`src/hw/rtl/svj_pkg.sv`:
```
// Shared types and constants for the seeded velocity jitter block.
`default_nettype none

package svj_pkg;

    localparam int VEL_W   = 7;
    localparam int OFS_W   = 7;
    localparam int SEED_W  = 31;
    localparam int MD_W    = 6;
    localparam int GEN_W   = 32;
    localparam int CHUNK_W = 8;
    localparam int SPAN_W  = MD_W + 1;
    localparam int DELTA_W = 8;
    localparam int SUM_W   = 9;
    localparam int IN_TDATA_W  = 8;
    localparam int OUT_TDATA_W = 16;
    localparam int CFG_ADDR_W  = 1;

    localparam logic [GEN_W-1:0] GOLDEN_STEP = 32'h9e37_79b9;
    localparam logic [GEN_W-1:0] MIX_MUL_A   = 32'h85eb_ca6b;
    localparam logic [GEN_W-1:0] MIX_MUL_B   = 32'hc2b2_ae35;
    localparam logic [VEL_W-1:0] VEL_MAX       = 7'd127;
    localparam logic [VEL_W-1:0] VEL_BELOW_MAX = 7'd126;
    localparam logic [VEL_W-1:0] VEL_MIN       = 7'd1;

    localparam logic [CFG_ADDR_W-1:0] CFG_IDX_SEED      = 1'b0;
    localparam logic [CFG_ADDR_W-1:0] CFG_IDX_MAX_DELTA = 1'b1;

    localparam logic [SEED_W-1:0] SEED_RESET      = 31'd0;
    localparam logic [MD_W-1:0]   MAX_DELTA_RESET = 6'd1;

    // The 32-bit mixed word is reduced one byte per step, most significant first.
    localparam logic [1:0] DIV_FIRST = 2'd0;
    localparam logic [1:0] DIV_LAST  = 2'd3;

    typedef enum logic [2:0] {
        ST_IDLE,
        ST_MIX_A,
        ST_MIX_B,
        ST_DIV,
        ST_FINISH
    } svj_state_t;

    typedef struct packed {
        logic       load_in;
        logic       mix_a;
        logic       mix_b;
        logic       div_step;
        logic [1:0] div_sel;
        logic       load_out;
    } svj_cmd_t;

endpackage

`default_nettype wire

```
`src/hw/rtl/svj_rem.sv`:
```
// Iterative remainder unit: reduces eight dividend bits per step against a small divisor.
`default_nettype none

module svj_rem (
    input  wire logic                        aclk,
    input  wire logic                        aresetn,
    input  wire logic                        clear,
    input  wire logic                        step,
    input  wire logic [svj_pkg::CHUNK_W-1:0] chunk,
    input  wire logic [svj_pkg::SPAN_W-1:0]  span,
    output logic      [svj_pkg::SPAN_W-1:0]  rem
);

    logic [svj_pkg::SPAN_W-1:0] rem_reg;
    logic [svj_pkg::SPAN_W-1:0] rem_next;
    logic [svj_pkg::SPAN_W:0]   acc;

    // Restoring reduction: the partial remainder stays below span, so one
    // shifted bit never needs more than one subtraction.
    always_comb begin
        acc = {1'b0, rem_reg};
        for (int i = svj_pkg::CHUNK_W - 1; i >= 0; i--) begin
            acc = {acc[svj_pkg::SPAN_W-1:0], chunk[i]};
            if (acc >= {1'b0, span}) begin
                acc = acc - {1'b0, span};
            end
        end
    end

    always_comb begin
        priority if (clear) begin
            rem_next = '0;
        end else if (step) begin
            rem_next = acc[svj_pkg::SPAN_W-1:0];
        end else begin
            rem_next = rem_reg;
        end
    end

    always_ff @(posedge aclk) begin
        rem_reg <= rem_next;
    end

    assign rem = rem_reg;

`ifndef ASSERT_OFF
    a_rem_below_span: assert property (@(posedge aclk) disable iff (!aresetn)
        step && !clear |=> rem_reg < $past(span))
        else $error("remainder not reduced below divisor");
`endif

endmodule

`default_nettype wire

```
`src/hw/rtl/svj_ctrl.sv`:
```
// Controller state machine: sequences state update, mixing, reduction and result hand-off.
`default_nettype none

module svj_ctrl (
    input  wire logic             aclk,
    input  wire logic             aresetn,
    input  wire logic             s_tvalid,
    output logic                  s_tready,
    output logic                  m_tvalid,
    input  wire logic             m_tready,
    output svj_pkg::svj_cmd_t     cmd
);

    svj_pkg::svj_state_t state_reg;
    svj_pkg::svj_state_t state_next;
    logic [1:0]          div_cnt_reg;
    logic [1:0]          div_cnt_next;
    logic                out_valid_reg;
    logic                out_valid_next;
    logic                out_free;

    // The output register can take a new result when empty or being drained.
    assign out_free = !out_valid_reg || m_tready;

    always_comb begin
        state_next = state_reg;
        unique case (state_reg)
            svj_pkg::ST_IDLE: begin
                if (s_tvalid) begin
                    state_next = svj_pkg::ST_MIX_A;
                end
            end
            svj_pkg::ST_MIX_A: begin
                state_next = svj_pkg::ST_MIX_B;
            end
            svj_pkg::ST_MIX_B: begin
                state_next = svj_pkg::ST_DIV;
            end
            svj_pkg::ST_DIV: begin
                if (div_cnt_reg == svj_pkg::DIV_LAST) begin
                    state_next = svj_pkg::ST_FINISH;
                end
            end
            svj_pkg::ST_FINISH: begin
                if (out_free) begin
                    state_next = svj_pkg::ST_IDLE;
                end
            end
            default: begin
                state_next = svj_pkg::ST_IDLE;
            end
        endcase
    end

    always_comb begin
        s_tready     = 1'b0;
        cmd          = '0;
        cmd.div_sel  = div_cnt_reg;
        div_cnt_next = div_cnt_reg;
        unique case (state_reg)
            svj_pkg::ST_IDLE: begin
                s_tready    = 1'b1;
                cmd.load_in = s_tvalid;
            end
            svj_pkg::ST_MIX_A: begin
                cmd.mix_a = 1'b1;
            end
            svj_pkg::ST_MIX_B: begin
                cmd.mix_b    = 1'b1;
                div_cnt_next = svj_pkg::DIV_FIRST;
            end
            svj_pkg::ST_DIV: begin
                cmd.div_step = 1'b1;
                div_cnt_next = div_cnt_reg + 2'd1;
            end
            svj_pkg::ST_FINISH: begin
                cmd.load_out = out_free;
            end
            default: begin
                s_tready = 1'b0;
            end
        endcase
    end

    always_comb begin
        priority if (cmd.load_out) begin
            out_valid_next = 1'b1;
        end else if (m_tready) begin
            out_valid_next = 1'b0;
        end else begin
            out_valid_next = out_valid_reg;
        end
    end

    always_ff @(posedge aclk) begin
        if (!aresetn) begin
            state_reg     <= svj_pkg::ST_IDLE;
            div_cnt_reg   <= svj_pkg::DIV_FIRST;
            out_valid_reg <= 1'b0;
        end else begin
            state_reg     <= state_next;
            div_cnt_reg   <= div_cnt_next;
            out_valid_reg <= out_valid_next;
        end
    end

    assign m_tvalid = out_valid_reg;

`ifndef ASSERT_OFF
    a_no_overwrite: assert property (@(posedge aclk) disable iff (!aresetn)
        cmd.load_out |-> (!out_valid_reg || m_tready))
        else $error("result loaded over an untaken transfer");

    a_div_runs: assert property (@(posedge aclk) disable iff (!aresetn)
        state_reg == svj_pkg::ST_DIV && div_cnt_reg != svj_pkg::DIV_LAST
        |=> state_reg == svj_pkg::ST_DIV)
        else $error("reduction left before all bytes were processed");

    a_finish_delivers: assert property (@(posedge aclk) disable iff (!aresetn)
        state_reg == svj_pkg::ST_FINISH && !out_valid_reg |=> out_valid_reg)
        else $error("finished result not presented");
`endif

endmodule

`default_nettype wire

```
`src/hw/rtl/svj_dpath.sv`:
```
// Datapath: generator state, two-stage mixer, remainder unit and velocity clamp.
`default_nettype none

module svj_dpath (
    input  wire logic                        aclk,
    input  wire logic                        aresetn,
    input  wire svj_pkg::svj_cmd_t           cmd,
    input  wire logic                        first_note,
    input  wire logic [svj_pkg::VEL_W-1:0]   old_velocity,
    input  wire logic [svj_pkg::SEED_W-1:0]  seed,
    input  wire logic [svj_pkg::MD_W-1:0]    max_delta,
    output logic      [svj_pkg::VEL_W-1:0]   new_velocity,
    output logic      [svj_pkg::OFS_W-1:0]   applied_offset
);

    logic [svj_pkg::GEN_W-1:0]   gen_state_reg;
    logic [svj_pkg::GEN_W-1:0]   gen_state_next;
    logic [svj_pkg::GEN_W-1:0]   gen_base;
    logic [svj_pkg::VEL_W-1:0]   old_vel_reg;
    logic [svj_pkg::GEN_W-1:0]   mul_a_reg;
    logic [svj_pkg::GEN_W-1:0]   mul_b_reg;
    logic [svj_pkg::GEN_W-1:0]   mix_in_a;
    logic [svj_pkg::GEN_W-1:0]   mix_in_b;
    logic [svj_pkg::GEN_W-1:0]   mixed;
    logic [svj_pkg::CHUNK_W-1:0] chunk;
    logic [svj_pkg::SPAN_W-1:0]  span;
    logic [svj_pkg::SPAN_W-1:0]  rem;
    logic signed [svj_pkg::DELTA_W-1:0] delta_raw;
    logic signed [svj_pkg::DELTA_W-1:0] delta;
    logic signed [svj_pkg::SUM_W-1:0]   vel_sum;
    logic [svj_pkg::VEL_W-1:0]   vel_clamp;
    logic [svj_pkg::VEL_W-1:0]   vel_final;
    logic [svj_pkg::VEL_W-1:0]   new_vel_reg;
    logic [svj_pkg::OFS_W-1:0]   offset_reg;

    // A first note reloads the generator from the seed before it advances.
    assign gen_base       = first_note ? {1'b0, seed} : gen_state_reg;
    assign gen_state_next = cmd.load_in ? gen_base + svj_pkg::GOLDEN_STEP : gen_state_reg;

    always_ff @(posedge aclk) begin
        if (!aresetn) begin
            gen_state_reg <= '0;
        end else begin
            gen_state_reg <= gen_state_next;
        end
    end

    assign mix_in_a = gen_state_reg ^ (gen_state_reg >> 16);
    assign mix_in_b = mul_a_reg ^ (mul_a_reg >> 13);
    assign mixed    = mul_b_reg ^ (mul_b_reg >> 16);

    always_ff @(posedge aclk) begin
        if (cmd.load_in) begin
            old_vel_reg <= old_velocity;
        end
        if (cmd.mix_a) begin
            mul_a_reg <= mix_in_a * svj_pkg::MIX_MUL_A;
        end
        if (cmd.mix_b) begin
            mul_b_reg <= mix_in_b * svj_pkg::MIX_MUL_B;
        end
    end

    always_comb begin
        unique case (cmd.div_sel)
            2'd0:    chunk = mixed[31:24];
            2'd1:    chunk = mixed[23:16];
            2'd2:    chunk = mixed[15:8];
            default: chunk = mixed[7:0];
        endcase
    end

    assign span = {max_delta, 1'b1};

    svj_rem u_rem (
        .aclk    (aclk),
        .aresetn (aresetn),
        .clear   (cmd.mix_b),
        .step    (cmd.div_step),
        .chunk   (chunk),
        .span    (span),
        .rem     (rem)
    );

    assign delta_raw = $signed({1'b0, rem}) - $signed({2'b00, max_delta});

    // A zero draw is pushed to +1 or -1 by the top bit of the mixed word.
    always_comb begin
        if (delta_raw == '0) begin
            delta = mixed[svj_pkg::GEN_W-1] ? 8'sd1 : -8'sd1;
        end else begin
            delta = delta_raw;
        end
    end

    assign vel_sum = $signed({2'b00, old_vel_reg}) + $signed({delta[svj_pkg::DELTA_W-1], delta});

    always_comb begin
        priority if (vel_sum < 9'sd1) begin
            vel_clamp = svj_pkg::VEL_MIN;
        end else if (vel_sum > 9'sd127) begin
            vel_clamp = svj_pkg::VEL_MAX;
        end else begin
            vel_clamp = vel_sum[svj_pkg::VEL_W-1:0];
        end
    end

    // When the clamp swallows the offset, the velocity still has to move.
    always_comb begin
        priority if (vel_clamp != old_vel_reg) begin
            vel_final = vel_clamp;
        end else if (old_vel_reg == svj_pkg::VEL_MAX) begin
            vel_final = svj_pkg::VEL_BELOW_MAX;
        end else begin
            vel_final = old_vel_reg + 7'd1;
        end
    end

    always_ff @(posedge aclk) begin
        if (cmd.load_out) begin
            new_vel_reg <= vel_final;
            offset_reg  <= delta[svj_pkg::OFS_W-1:0];
        end
    end

    assign new_velocity   = new_vel_reg;
    assign applied_offset = offset_reg;

`ifndef ASSERT_OFF
    a_offset_nonzero: assert property (@(posedge aclk) disable iff (!aresetn)
        cmd.load_out |=> applied_offset != '0)
        else $error("zero offset delivered");

    a_velocity_moves: assert property (@(posedge aclk) disable iff (!aresetn)
        cmd.load_out |=> new_velocity != $past(old_vel_reg) && new_velocity != '0)
        else $error("velocity unchanged or out of range");
`endif

endmodule

`default_nettype wire

```
`src/hw/rtl/seeded_velocity_jitter.sv`:
```
// Top level of the seeded velocity jitter block: ports, configuration registers, wiring.
// Usage:
//   Notes enter on the s_ stream: s_tdata carries old_velocity, s_tuser marks the
//   first note of a run, which reloads the generator from the seed register.
//   Each note yields exactly one result on the m_ stream with the varied velocity
//   and the offset that was drawn.
//   Configuration is a plain write port: index 0 is the seed, index 1 the largest
//   offset magnitude. Write it only while no note is in flight.
//   Sequencing: after the input transfer the note passes the mix A, mix B, reduction
//   and finish states before its result is registered. One note is in flight at a
//   time; each mixing multiply has its own state and the modulo reduction walks
//   the four bytes of the mixed word one byte per cycle.
//   A finished result sits in the output register; the next note is accepted
//   while it waits. If the receiver keeps m_tready low, the following note
//   stalls in its last stage until the output register is free.
//   Reset (aresetn low, synchronous) clears the generator state to zero, the seed
//   to zero, the offset limit to one, and drops any pending result.
`default_nettype none

module seeded_velocity_jitter (
    input  wire logic                              aclk,
    input  wire logic                              aresetn,
    input  wire logic                              s_tvalid,
    output logic                                   s_tready,
    // [6:0] old_velocity, [7] zero
    input  wire logic [svj_pkg::IN_TDATA_W-1:0]    s_tdata,
    // [0] first_note
    input  wire logic                              s_tuser,
    output logic                                   m_tvalid,
    input  wire logic                              m_tready,
    // [6:0] new_velocity, [13:7] applied_offset, [15:14] zero
    output logic      [svj_pkg::OUT_TDATA_W-1:0]   m_tdata,
    input  wire logic                              cfg_wen,
    input  wire logic [svj_pkg::CFG_ADDR_W-1:0]    cfg_addr,
    input  wire logic [svj_pkg::SEED_W-1:0]        cfg_wdata
);

    logic [svj_pkg::SEED_W-1:0] seed_reg;
    logic [svj_pkg::SEED_W-1:0] seed_next;
    logic [svj_pkg::MD_W-1:0]   max_delta_reg;
    logic [svj_pkg::MD_W-1:0]   max_delta_next;
    svj_pkg::svj_cmd_t          cmd;
    logic [svj_pkg::VEL_W-1:0]  new_velocity;
    logic [svj_pkg::OFS_W-1:0]  applied_offset;

    always_comb begin
        seed_next      = seed_reg;
        max_delta_next = max_delta_reg;
        if (cfg_wen) begin
            unique case (cfg_addr)
                svj_pkg::CFG_IDX_SEED:      seed_next      = cfg_wdata;
                svj_pkg::CFG_IDX_MAX_DELTA: max_delta_next = cfg_wdata[svj_pkg::MD_W-1:0];
                default:                    seed_next      = seed_reg;
            endcase
        end
    end

    always_ff @(posedge aclk) begin
        if (!aresetn) begin
            seed_reg      <= svj_pkg::SEED_RESET;
            max_delta_reg <= svj_pkg::MAX_DELTA_RESET;
        end else begin
            seed_reg      <= seed_next;
            max_delta_reg <= max_delta_next;
        end
    end

    svj_ctrl u_ctrl (
        .aclk     (aclk),
        .aresetn  (aresetn),
        .s_tvalid (s_tvalid),
        .s_tready (s_tready),
        .m_tvalid (m_tvalid),
        .m_tready (m_tready),
        .cmd      (cmd)
    );

    svj_dpath u_dpath (
        .aclk           (aclk),
        .aresetn        (aresetn),
        .cmd            (cmd),
        .first_note     (s_tuser),
        .old_velocity   (s_tdata[svj_pkg::VEL_W-1:0]),
        .seed           (seed_reg),
        .max_delta      (max_delta_reg),
        .new_velocity   (new_velocity),
        .applied_offset (applied_offset)
    );

    assign m_tdata = {2'b00, applied_offset, new_velocity};

endmodule

`default_nettype wire
```
`config.mk`:
```
export PLATFORM = sky130hd
export DESIGN_NAME = seeded_velocity_jitter
export DESIGN_NICKNAME = d
export VERILOG_FILES = /design/src/hw/rtl/svj_pkg.sv /design/src/hw/rtl/svj_rem.sv /design/src/hw/rtl/svj_ctrl.sv /design/src/hw/rtl/svj_dpath.sv /design/src/hw/rtl/seeded_velocity_jitter.sv
export SDC_FILE = /design/constraint.sdc
export NUM_CORES = 2
export LEC_CHECK = 0
export ABC_AREA = 0
export BUFFER_PORTS_ARGS = -buffer_cell sky130_fd_sc_hd__buf_4
export CORE_MARGIN = 2
export CORE_UTILIZATION = 66
export DETAILED_ROUTE_END_ITERATION = 10
export GPL_ROUTABILITY_DRIVEN = 0
export GPL_TIMING_DRIVEN = 0
export PLACE_DENSITY = 0.86
export SLEW_MARGIN = 20
export SYNTH_ARGS = -nofsm -noshare
export SYNTH_HDL_FRONTEND = slang
export SYNTH_SLANG_ARGS = --single-unit
```
`constraint.sdc`:
```
create_clock -name aclk -period 20.4 [get_ports aclk]
set_clock_uncertainty 0.05 [all_clocks]
set_input_delay 4.08 -clock aclk [delete_from_list [all_inputs] [get_ports aclk]]
set_output_delay 4.08 -clock aclk [all_outputs]
set_load 0.005 [all_outputs]
```
==> results.md <==
- Status: complete, no violations
- Die X: 213 µm
- CTS Buf Count: 17
- Overflow after GRT: 0
- Setup repair bufs after CTS: 0
- Cells after synthesis: 2989
- Clk Latency, worst-skew pair: 0.47 ns
- Vias/cell: 6.11
- Number of routed nets with antenna violations: 0
- Final wirelength: 76200 µm
- Crit path DAT: 19.58 ns
- Rows: 76
- Leading cell types in the layout, fill and taps excluded: inv_1, ha_1, fa_1, nand2_1, a21oi_1
- N_diodes: 0
- Remaining DRCs: 0
- Startpoint Class: flop
- Worst R2R Setup Slack: 1.14 ns
- Seq/Total Area, Yosys: 14.6%
- Hold Path Origin: max_delta_reg[1]$_SDFFE_PN0P_
- Reg2reg path depth: 86
- Crit-path max cell delay: 0.48 ns
- TritonCTS clock tree: yes
- Core area: 43000 µm²
- Routed via count: 22400
- CP required: 20.71 ns
- Critical path class: reg2reg
- Nets: 3971
- Area grow syn2layout: 6.45%
- Post-synth EDFFs: 85
- CP Capture Type: flop
- Slew @ Worst Pin: 1.24 ns
- RSZ-0062 raised after global routing: false
- # hold bufs at CTS: 0
- Worst hold path class: reg2reg
- H-tree Lvls: 4
- Max FO, Critical Path: 10
- Synth unique cells: 95
- First-pass GRT wire length: 122000 µm
- Max Cap Violations: 0
- Initial DRC count: 2211
- Fraction of final layout cells sized beyond drive strength 1: 5.26%
- IO buf count: 57
- CTS clk-pin slew, worst paths: 0.07 ns
- Hold Path Depth: 2
- F_max: 51.9 MHz
- Fin crit share: 94.4%
- Reg-to-reg endpoint: u_dpath.u_rem.rem[5]$_SDFFE_PP0P_
- Root Buffer: clkbuf_16
- Final number of setup-violating endpoints: 0
- Worst hold endpoint: max_delta_reg[1]$_SDFFE_PN0P_
- Vias in the first global route: 23900
- YS warnings: 0
- # IOs: 64
- Wire length per cell: 20.8 µm
- Max-slew violations: 0
- R2R Path Start: u_ctrl.div_cnt_reg[0]$_SDFFE_PN0N_
- Ys flop type: edfxtp_1
- Die height: 213 µm
- Pin count of the biggest net entering global routing: 29
- Most common cell after layout, fill and taps aside: inv_1
- Final min period: 19.26 ns
- DRT Pass-1 Iters: 9
- Initial antenna violation count: 0
- CP max stage cell: fa_1
- Total GRT Usage: 35.2%
- Initial Util: 66.8%
- Synthesized cell area: 28700 µm²
- Final HPWL DP: 63900 µm
- Setup TNS: 0 ns
- Final Hold Viols: 0
- Register bit total from synthesis: 167
- Avg Cell Area, Syn: 9.61 µm²
- CTS sink count: 167
- Clock Path Buffers: 2
- Die area: 45200 µm²
- Slew headroom: 17.3%
- Async SR Flop Fraction: 0%
==> stage by stage <==
stage | setup WS, ns | area, µm² | instances | hold slack (ns) | utilization [%]
3_5_place_dp | 1.16 | 30000 | 3636 | 0.403 | 69.7
6_report | 1.14 | 30600 | 3667 | 0.415 | 71.1
5_1_grt | 0.0848 | 30600 | 3667 | 0.444 | 71.1
3_3_place_gp | 1.97 | 29900 | 3632 | 0.396 | 69.5
2_1_floorplan | 4.09 | 28700 | 2990 | 0.386 | -
4_1_cts | 1.04 | 30500 | 3668 | 0.415 | 71.1
==> area by class of cell <==
cell class                 instances  area, µm²
tap                              585        732
fill                            2959      12400
inverter                         653       2450
sequential                       167       4190
multi-input combinational       2116      21900
clock buffer                      17        425
timing repair buffer              61        482
buffer                            53        245
clock inverter                    15        153
==> synthesized netlist by cell type (19+ instances only) <==
library cell  number  share of area, %
clkbuf_1          35              0.46
nor3_1            29              0.51
o211ai_1          19              0.50
nor2_1           114               1.5
edfxtp_1          85               8.9
and2_1            19              0.41
dfxtp_1           82               5.7
mux2i_1           42               1.5
xor2_1            82               2.5
a21oi_1          169               2.9
nand3_1           34              0.59
o21ai_0           89               1.6
o21bai_1          20              0.52
ha_1             451                20
fa_1             405                28
nand2b_1          24              0.52
xnor2_1          144               4.4
inv_1            650               8.5
a21o_1            43               1.1
a31oi_1           19              0.41
nand2_1          181               2.4
==> per-layer routing <==
metal,part of all wire [%],global-route usage [%],vias up
met5,0,0,-
li1,-,-,9926
met1,37,43.2,10900
met4,6.4,20.9,0
met3,9.0,7.05,359
met2,47,57.6,1269
==> timing repair <==
item,4_1_cts,5_1_grt
setup endpoints to repair,0,7
endpoints found under the hold margin,0,0
gates resized for setup,0,6
==> worst max-delay path: cells and delay by family, from the launching register on <==
family,cells,cell delay (ns)
buffers and inverters,11,1.49
adders and majority gates,9,3.09
and+or+nand+nor,19,3.02
xor gates and xnor gates,3,0.55
DFF,1,0.43
muxes,2,0.79
AOI/OAI and AO/OA,42,9.71
==> cell families after synthesis <==
logic type / Yosys count / share of synthesized area, %
buffers and inverters: 707 / 9.40
AND/OR/NAND/NOR: 480 / 7.75
adder cells (fa/ha/maj): 856 / 47.9
AO/OA/AOI/OAI: 493 / 11.2
other: 1 / 0.0131
XOR/XNOR: 227 / 6.97
multiplexers: 58 / 2.16
flip-flops: 167 / 14.6
==> worst max path at each step <==
stage,cells past startpoint,endpoint,slack [ns],from
after detailed placement,84,u_dpath.u_rem.rem[1]$_SDFFE_PP0P_,1.16,u_ctrl.div_cnt_reg[0]$_SDFFE_PN0N_
after global routing,86,u_dpath.u_rem.rem[5]$_SDFFE_PP0P_,0.08,u_ctrl.div_cnt_reg[0]$_SDFFE_PN0N_
after floorplan,84,u_dpath.u_rem.rem[5]$_SDFFE_PP0P_,4.09,u_ctrl.div_cnt_reg[0]$_SDFFE_PN0N_
final,86,u_dpath.u_rem.rem[5]$_SDFFE_PP0P_,1.14,u_ctrl.div_cnt_reg[0]$_SDFFE_PN0N_
after global placement,82,u_dpath.u_rem.rem[1]$_SDFFE_PP0P_,1.97,u_ctrl.div_cnt_reg[0]$_SDFFE_PN0N_
after CTS,84,u_dpath.u_rem.rem[1]$_SDFFE_PP0P_,1.04,u_ctrl.div_cnt_reg[0]$_SDFFE_PN0N_
Power is not shown: default switching activity piles up to over one toggle a cycle in this logic, so the estimate is an artifact.
